==> src/hdl/gbn_pkg.sv <==
// types, codes and constants of the go-back-n sender
package gbn_pkg;

    localparam int RING_SLOTS_DEF    = 64;
    localparam int PAYLOAD_BYTES_DEF = 20;
    localparam int PAYLOAD_W         = 160;
    localparam int WIN_MAX           = 32;
    localparam int WINDOW_RESET      = 8;
    localparam int TICKS_RESET       = 15;
    localparam int SEQ_RESET         = 1;
    localparam int CFG_IDX_W         = 1;
    localparam int CFG_DATA_W        = 16;

    typedef enum logic [1:0] {
        ACT_MSG     = 2'd0,
        ACT_NET     = 2'd1,
        ACT_TIMEOUT = 2'd2
    } t_action;

    typedef enum logic [2:0] {
        KIND_SEND    = 3'd0,
        KIND_START   = 3'd1,
        KIND_STOP    = 3'd2,
        KIND_QUEUED  = 3'd3,
        KIND_FULL    = 3'd4,
        KIND_CORRUPT = 3'd5,
        KIND_STALE   = 3'd6
    } t_kind;

    typedef enum logic [CFG_IDX_W-1:0] {
        CFG_WINDOW_SIZE   = 1'b0,
        CFG_TIMEOUT_TICKS = 1'b1
    } t_cfg_reg;

    typedef enum logic [2:0] {
        S_IDLE,
        S_SUM,
        S_DECIDE,
        S_QUEUED,
        S_ACKED,
        S_SEND,
        S_TIMER
    } t_state;

    typedef struct packed {
        t_action            action;
        logic [63:0]        data_lo;
        logic [63:0]        data_mid;
        logic [31:0]        data_hi;
        logic signed [31:0] rx_seq;
        logic signed [31:0] rx_ack;
        logic signed [31:0] rx_checksum;
    } t_in;

    typedef struct packed {
        t_kind              kind;
        logic [30:0]        tx_seq;
        logic signed [31:0] tx_checksum;
        logic [63:0]        out_data_lo;
        logic [63:0]        out_data_mid;
        logic [31:0]        out_data_hi;
        logic [15:0]        timer_ticks;
        logic               last;
    } t_out;

endpackage

==> src/hdl/gbn_csum.sv <==
// serial checksum unit: adds the payload as signed bytes, four per cycle
module gbn_csum #(
    parameter int PAYLOAD_BYTES = gbn_pkg::PAYLOAD_BYTES_DEF
) (
    input  logic                         i_clk,
    input  logic                         i_rst_n,
    input  logic                         i_start,
    input  logic [31:0]                  i_init,
    input  logic [gbn_pkg::PAYLOAD_W-1:0] i_payload,
    output logic                         o_done,
    output logic [31:0]                  o_sum
);
    import gbn_pkg::*;

    localparam int N_GRP = (PAYLOAD_BYTES + 3) / 4;
    localparam int GRP_W = (N_GRP > 1) ? $clog2(N_GRP) : 1;

    logic             r_busy;
    logic             r_done;
    logic [GRP_W-1:0] r_grp;
    logic [31:0]      r_acc;
    logic [31:0]      grp_word;
    logic [31:0]      grp_sum;

    assign grp_word = i_payload[32*r_grp +: 32];

    // four sign-extended bytes of the current group
    always_comb begin
        grp_sum = '0;
        for (int b = 0; b < 4; b++) begin
            grp_sum = grp_sum + {{24{grp_word[8*b+7]}}, grp_word[8*b +: 8]};
        end
    end

    always_ff @(posedge i_clk) begin
        if (!i_rst_n) begin
            r_busy <= 1'b0;
            r_done <= 1'b0;
            r_grp  <= '0;
        end else begin
            r_done <= 1'b0;
            if (i_start) begin
                r_busy <= 1'b1;
                r_grp  <= '0;
            end else if (r_busy) begin
                if (r_grp == GRP_W'(N_GRP - 1)) begin
                    r_busy <= 1'b0;
                    r_done <= 1'b1;
                end else begin
                    r_grp <= r_grp + 1'b1;
                end
            end
        end
    end

    always_ff @(posedge i_clk) begin
        if (i_start) begin
            r_acc <= i_init;
        end else if (r_busy) begin
            r_acc <= r_acc + grp_sum;
        end
    end

    assign o_done = r_done;
    assign o_sum  = r_acc;

endmodule

==> config.mk <==
export PLATFORM = sky130hd
export DESIGN_NAME = gbn_csum
export DESIGN_NICKNAME = d
export VERILOG_FILES = /design/src/hdl/gbn_pkg.sv /design/src/hdl/gbn_csum.sv
export SDC_FILE = /design/constraint.sdc
export NUM_CORES = 1
export LEC_CHECK = 0
export BUFFER_PORTS_ARGS = -buffer_cell sky130_fd_sc_hd__buf_2
export CAP_MARGIN = 20
export CELL_PAD_IN_SITES_DETAIL_PLACEMENT = 0
export CELL_PAD_IN_SITES_GLOBAL_PLACEMENT = 2
export CORE_UTILIZATION = 25
export DETAILED_ROUTE_END_ITERATION = 8
export HOLD_SLACK_MARGIN = 0.15
export PLACE_DENSITY_LB_ADDON = 0.25
export SYNTH_ARGS = -nofsm -noshare
export SYNTH_HDL_FRONTEND = slang
export SYNTH_SLANG_ARGS = --single-unit
==> constraint.sdc <==
create_clock -name i_clk -period 6 [get_ports i_clk]
set_input_delay 0.6 -clock i_clk [delete_from_list [all_inputs] [get_ports i_clk]]
set_output_delay 0.6 -clock i_clk [all_outputs]
set_load 0.1 [all_outputs]
## Word level (Yosys, flattened, before mapping)

Index checks and enable logic that the tools add are counted.

- Register bits after elaboration: 37
- Output and inout port bits: 33
- Logic and storage cells: 24

- Add/sub/neg operators: 5
- Equality and inequality tests: 1
- Shift operators: 1
- Mux-type cells: 6
- Bitwise gates (word level): 3
- Reductions and logical operators: 4

Operator list:

| kind | number |
|---|---|
| $shiftx A160 B9 Y32 | 1 |
| $mux W32 | 2 |
| $add A32 B32 Y32 | 1 |
| $add A10 B8 Y11 | 1 |
| $add A9 B8 Y10 | 1 |
| $add A8 B8 Y9 | 1 |
| $mux W1 | 4 |
| $add A3 B1 Y3 const B | 1 |
| $eq A3 B3 Y1 const B | 1 |
| $not A1 Y1 | 3 |
| $reduce_or A3 Y1 | 1 |
| $reduce_and A2 Y1 | 1 |
| $reduce_bool A2 Y1 | 1 |
| $reduce_or A2 Y1 | 1 |

## Depth between registers and ports, before layout

Gate-level depths: netlist of the first run.

- Depth after elaboration: 7
- Depth in mapped cells: 25
- Mapped depth without buffers: 23

## Worst setup path before layout of the first run

Ideal clock, no wire load.

- Path type: reg2reg
- Start: reg r_grp[0]
- End: reg r_acc[29], in the netlist o_sum[29], data pin
- Arrival time: 5.839 ns
- Required time: 5.740 ns
- Slack: -0.099 ns
- Cell stages (with the launch flop): 24
- Buffers on the path: 3
- Period minus slack after synthesis: 6.099 ns
- Cells stage by stage: dfxtp_1 -> clkbuf_1 -> buf_2 -> mux4_2 -> a22oi_1 -> fa_1 -> fa_1 -> inv_1 -> ha_1 -> fa_1 -> a21o_1 -> a21oi_1 -> o21bai_1 -> a21oi_1 -> o21ai_0 -> xor2_1 -> ha_1 -> buf_2 -> nand4_1 -> and3b_1 -> o21ai_1 -> a31oi_2 -> nor3_2 -> mux2_2

- Word-level cells in the longest chain between the ends: 7

Ends and longest elaborated chain:

| what | RTL line | text |
|---|---|---|
| start, declared | gbn_csum.sv:20 | `logic [GRP_W-1:0] r_grp;` |
| start signal, assigned | gbn_csum.sv:50 | `r_grp <= r_grp + 1'b1;` |
| $shiftx A160 B9 Y32 * | gbn_csum.sv:25 | `assign grp_word = i_payload[32*r_grp +: 32];` |
| $add A8 B8 Y9 | gbn_csum.sv:31 | `grp_sum = grp_sum + {{24{grp_word[8*b+7]}}, grp_word[8*b +: 8]};` |
| $add A9 B8 Y10 | gbn_csum.sv:31 |  |
| $add A10 B8 Y11 * | gbn_csum.sv:31 |  |
| $add A32 B32 Y32 * | gbn_csum.sv:60 | `r_acc <= r_acc + grp_sum;` |
| $mux W32 * | gbn_csum.sv:59 | `end else if (r_busy) begin` |
| $mux W32 * | gbn_csum.sv:57 | `if (i_start) begin` |
| end signal, assigned | gbn_csum.sv:58 | `r_acc <= i_init;` |
| end signal, assigned | gbn_csum.sv:60 |  |
| end, declared | gbn_csum.sv:21 | `logic [31:0] r_acc;` |

Mark *: on every way between the ends. The rest lies on a longest branch, timed or not. The select of a mux whose other input is x is not followed.
A chain may end at the register's enable or synchronous reset.

## Final worst setup path of the first run

- Start: reg r_grp[0]
- End: reg r_acc[28], in the netlist o_sum[28], data pin

The elaborated chain is that of the path after synthesis.

==> results of run 1 <==
-- registers in the layout, indices dropped and copies added (netlist names) --
signal / cells
o_done: 1
r_busy: 1
r_grp: 3
o_sum: 32
-- repair_timing --
action | CTS | global route
setup buffers | 0 | 3
hold endpoints to repair | 0 | 0
setup endpoints to repair | 0 | 20
gates resized for setup | 0 | 31
-- cell families (layout without fill, tap and decap cells) --
kind of cell             count (synthesis)  count (layout)  share of synthesized area (%)
AO/OA/AOI/OAI                          171             172                           23.2
XOR/XNOR                                33              33                           5.60
adder cells (fa/ha/maj)                 63              63                           17.9
buffers and inverters                   63             324                           4.85
flip-flops                              37              37                           20.6
multiplexers                            36              36                           14.8
AND/OR/NAND/NOR                        142             142                           13.1
-- path summary, 6_finish.rpt --
check / startpoint / to / slack [ns]
worst max-delay path: r_grp[0]$_SDFFE_PP0P_ / o_sum[28]$_DFFE_PP_ / 0.26
worst min-delay path: r_grp[2]$_SDFFE_PP0P_ / o_done$_SDFF_PP0_ / 0.52
worst max register to register: r_grp[0]$_SDFFE_PP0P_ / o_sum[28]$_DFFE_PP_ / 0.26
worst min register to register: r_grp[2]$_SDFFE_PP0P_ / o_done$_SDFF_PP0_ / 0.52
-- layout make-up --
type | count | area [um^2]
tap | 270 | 338
clock inverter | 2 | 10.0
fill | 2076 | 12900
sequential | 37 | 1060
timing repair buffer | 283 | 1630
inverter | 33 | 124
multi-input combinational | 446 | 4000
clock buffer | 6 | 129
-- routing by layer --
metal  vias to the layer above  track usage (%)  wire length, um
met2                       190             30.2             9340
met4                         0             4.11              242
met5                         -                0                0
met3                        16             2.70              830
li1                       2597                -                -
met1                      2544             21.4             8120
-- critical path, cell delays in order, from the launching register on --
cell      delay, ns
dfxtp_4        0.38
buf_12         0.16
mux4_2         0.52
a22oi_2        0.16
fa_1           0.47
fa_1           0.55
inv_1          0.04
ha_1           0.21
fa_2           0.37
a21o_1         0.20
a21oi_2        0.16
o21bai_1       0.10
a21oi_2        0.18
o21ai_1        0.10
xor2_1         0.16
ha_1           0.35
buf_4          0.17
a21oi_1        0.10
o21ai_0        0.10
a41o_2         0.28
a21bo_2        0.24
a21oi_4        0.21
and4_1         0.21
nor3_1         0.05
-- metrics by stage --
step / hold WS [ns] / std cells / TNS, ns
floorplan: 0.432 / 545 / 0
global placement: 0.495 / 1064 / 0
detailed placement: 0.499 / 1064 / -0.119
CTS: 0.510 / 1072 / 0
global route: 0.524 / 1077 / 0
finish: 0.517 / 1077 / 0
-- synth_stat cells, types with 3 or more instances --
library cell  count  area share, %
a21o_1           11            1.6
a21oi_1          37            3.6
a221oi_1          3           0.51
a22o_1            5           0.85
a22oi_1          27            3.9
a31oi_1           3           0.36
and2_1            4           0.48
and3_1            5           0.61
and4_1            3           0.51
buf_2             8           0.78
clkbuf_1         17            1.2
clkbuf_2          3           0.29
dfxtp_1           5            1.9
edfxtp_1         32             19
fa_1             18            7.0
ha_1             45             11
inv_1            31            2.3
mux2_2            3           0.65
mux4_2           32             14
nand2_1          65            4.7
nand3_1          13            1.3
nand4_1           3           0.36
nor2_1           23            1.7
nor3_1           11            1.1
o2111ai_1         3           0.51
o211ai_1          5           0.73
o21a_1            3           0.44
o21ai_0          32            3.1
o21ai_1           4           0.39
o21bai_1          5           0.73
o31ai_1           3           0.44
or2_2             3           0.36
xnor2_1          22            3.7
xor2_1           11            1.9
==> impl_metrics.ini, run 1 <==
[timing]
setup_violations = 0
maxSlewHeadroom_pct = 38.4
finalCritPeriodShare_pct = 95.7
rsz0062_at_grt = no
slew_viol_final = 0
fmax_mhz = 174
worst_slack_ns = 0.258
tightest_slew_ns = 0.921
period_minus_slack_ns = 5.74
clock_skew_ns = 0.0201
finalHoldViolations = 0

[placed_design]
gp_congestion = 0.859
io_buffer_count = 227
dp_hpwl_mm = 15.2
placed_area_um2 = 6940
place_ws_ns = -0.0658

[worst_setup_path]
worstSetupEndpointType = flip-flop
worst-path-max-fanout = 12
path_class = flip-flop to flip-flop
crit_arrival_ns = 5.78
worstPathRequired_ns = 6.04
startpoint_type = flip-flop
reg2regPathDepth = 23

[finish]
final_nets = 1064
diodes = 0
layout_commonest_cell = buf_2
area_growth_pct = 41.4
fin_area_um2 = 7290
drive_above_1_share_pct = 46.5
final_cell_mix = 227 x buf_2, 64 x nand2_1, 50 x buf_4
finish.utilization_pct = 36.1

[synth]
synth_seq_cells = 37
synth.net_count = 803
netlist_area_um2 = 5160
synth.distinct_cells = 69
yosysSeqAreaShare_pct = 20.6
yosysWarnings = 0
synthFlopType = edfxtp_1
synth_edf_count = 32
async_reset_ff_share_pct = 0
synth_cells = 545
avgSynthCellArea_um2 = 9.47

[floorplan]
ios = 228
rows = 52
dieWidth_um = 146
fp.dieH_um = 146
fp.dieArea_um2 = 21200
core_um2 = 20200
start_util_pct = 25.5

[min_path]
min_path_type = flip-flop to flip-flop
holdPathStages = 2

[clock_tree]
clockBufferDepth = 2
cts_hold_buffers = 0
root_buffer = clkbuf_16
path_clk_slew_ns = 0.06
clock_latency_ns = 0.30
cts.sinks = 37
cts_htree_levels = 2
cts_made_buffers = 5
cts_tree = done

[run_status]
status = complete, no violations

[grt]
antenna_found_initial = 0
grt_pass1_vias = 5474
grt_max_degree = 65
grt.total_usage_pct = 17.0
grt.overflow.total = 0
grt_pass1_wl_mm = 28.5

[drt]
wire_per_inst_um = 17.2
vias = 5347
drt_iter0_drc = 304
drt-total-wl_mm = 18.5
post_drt_via_cell_ratio = 4.96
ant_nets = 0
drt_first_pass_iters = 5
drc = 0

[job]
cap_violations = 0
Power of run 1 is left out: the tool's default activity adds up to more than one toggle a clock period on the data nets, which glitch-free logic cannot reach.
==> run 2, diff against run 1 <==
- ABC_AREA: not set -> 1
- CORE_UTILIZATION: 25 -> 23
==> run 2 against run 1 <==
Net effect:
- critical path type unchanged
- largest cell class unchanged
- routed wire length up 27%
- area after synthesis up 15%
- cell count up 39%
- highest routed layer unchanged
- die area up 25%
- critical endpoint is now o_sum[20]$_DFFE_PP_
- synthesized cell count up 74%
- critical path depth up 5
==> impl_metrics.ini, run 2 <==
[run_status]
status = complete, no violations

[worst_setup_path]
cp_slowest_cell = fa_1
crit_end = o_sum[20]$_DFFE_PP_
path_buf_inv = 5
worstPathRequired_ns = 6.06
rrSetupSlack_ns = 0.45
path_class = flip-flop to flip-flop
worst-path-max-fanout = 29
path_delay_family = adder cells
path_depth = 28
worstSetupEndpointType = flip-flop
crit_arrival_ns = 5.61
reg2reg_from = r_grp[1]$_SDFFE_PP0P_
regToRegEndpoint = o_sum[20]$_DFFE_PP_
startpoint_type = flip-flop
reg2regPathDepth = 28
slowest_delay_ns = 0.54
cp-startpoint = r_grp[1]$_SDFFE_PP0P_

[timing]
finalCritPeriodShare_pct = 92.5
hold_slack_ns = 0.476
finalHoldViolations = 0
setup_violations = 0
tightest_slew_ns = 0.808
fmax_mhz = 180
rsz0062_at_grt = no
tns_ns = 0
maxSlewHeadroom_pct = 46.2
slew_viol_final = 0
clock_skew_ns = 0.00876
period_minus_slack_ns = 5.55

[floorplan]
fp.dieH_um = 163
core_um2 = 25300
ios = 228
dieWidth_um = 163
rows = 58
fp.dieArea_um2 = 26400
start_util_pct = 23.5

[synth]
synth_area_leaders = nand2_1 18%, edfxtp_1 16%, ha_1 9.5%
async_reset_ff_share_pct = 0
synth_seq_cells = 37
synth_edf_count = 32
yosysSeqAreaShare_pct = 17.9
synth_most_common_cell = nand2_1
avgSynthCellArea_um2 = 6.26
netlist_area_um2 = 5930
yosys.area.top_type = nand2_1
synth.net_count = 1206
yosysWarnings = 0
synth_cells = 948
synth_common_cells = 285 x nand2_1, 150 x inv_1, 75 x a21oi_1
synthFlopType = edfxtp_1
synth.top_cell.area_share_pct = 18.0
synth.distinct_cells = 41

[grt]
grt_pass1_vias = 6694
grt.overflow.total = 0
grt.total_usage_pct = 18.1
antenna_found_initial = 1
met1_usage_pct = 22.9
grt_busiest_layer = met2
grt_pass1_wl_mm = 36.6
grt_max_degree = 77
use_met3_pct = 2.22
use_met2_pct = 32.9

[clock_tree]
cts_tree = done
cts_made_buffers = 5
cts.sinks = 37
cts_htree_levels = 2
root_buffer = clkbuf_16
clock_latency_ns = 0.30
path_clk_slew_ns = 0.06
clockBufferDepth = 2

[drt]
post_drt_via_cell_ratio = 4.48
wire_per_inst_um = 15.8
drt-total-wl_mm = 23.6
ant_nets = 0
drt_iter0_drc = 374
drt_first_pass_iters = 4
vias = 6694
drc = 0

[placed_design]
dp.cells = 1484
io_buffer_count = 227
gp_congestion = 0.804
dp_hpwl_mm = 19.8

[finish]
layout_commonest_cell = nand2_1
regArea_um2 = 1060
final_nets = 1421
drive_above_1_share_pct = 25.2
area_growth_pct = 29.3
final_cell_mix = 284 x nand2_1, 227 x buf_2, 150 x inv_1
multi_input_area_um2 = 4150
largest_register_ff_count = 32
fillers = 2902
fin_cells = 1495

[job]
cap_violations = 0

[min_path]
min_path_type = flip-flop to flip-flop
==> run 2: kinds of logic (layout without fill, tap and decap cells) <==
logic type	count (synthesis)	after routing	synth area share, %
AO/OA/AOI/OAI	178	178	18.5
buffers and inverters	192	408	12.5
flip-flops	37	37	17.9
adder cells (fa/ha/maj)	63	63	15.6
XOR/XNOR	14	14	2.07
other	0	1	0
AND/OR/NAND/NOR	464	464	33.5
==> run 2: worst min-delay path by stage <==
stage                                 start           endpoint  slack, ns  cells past startpoint
after CTS                 r_busy$_SDFF_PN0_  o_done$_SDFF_PP0_       0.47                      2
after global routing      r_busy$_SDFF_PN0_  o_done$_SDFF_PP0_       0.52                      2
after floorplan           r_busy$_SDFF_PN0_  o_done$_SDFF_PP0_       0.44                      2
after detailed placement  r_busy$_SDFF_PN0_  o_done$_SDFF_PP0_       0.46                      2
final                     r_busy$_SDFF_PN0_  o_done$_SDFF_PP0_       0.48                      2
after global placement    r_busy$_SDFF_PN0_  o_done$_SDFF_PP0_       0.48                      2
==> run 2: final cells by class <==
cell class | instances | share of cell area (%)
clock buffer | 6 | 1.96
tap | 330 | 5.38
multi-input combinational | 719 | 54.0
clock inverter | 2 | 0.212
sequential | 37 | 13.9
inverter | 158 | 7.79
antenna | 1 | 0.0326
timing repair buffer | 242 | 16.8
==> run 2: tightest hold or removal path, stage by stage, from the launching register on <==
cell,delay [ns]
dfxtp_1,0.31
inv_1,0.06
nor4_1,0.06
==> run 2: metrics by stage <==
stage | util [%] | area [um^2] | worst slack (ns)
finish | 30.4 | 7680 | 0.449
floorplan | - | 5930 | 0.997
global placement | 29.6 | 7480 | 0.00286
CTS | 30.3 | 7640 | 0.0666
global route | 30.4 | 7680 | 0.00794
detailed placement | 29.6 | 7480 | 0.0907
==> run 2: repair_timing <==
item                       4_1_cts  5_1_grt
resized for setup                0        8
buffers inserted                 0        2
setup endpoints to repair        0       20
hold buffers                     0        0
==> run 2: per-layer routing <==
| layer | part of all wire [%] | vias up |
|---|---|---|
| met5 | 0 | - |
| met4 | 1.3 | 0 |
| met3 | 3.5 | 14 |
| met2 | 49 | 124 |
| met1 | 46 | 3012 |
| li1 | - | 3544 |
Power of run 2 is left out for the same reason.
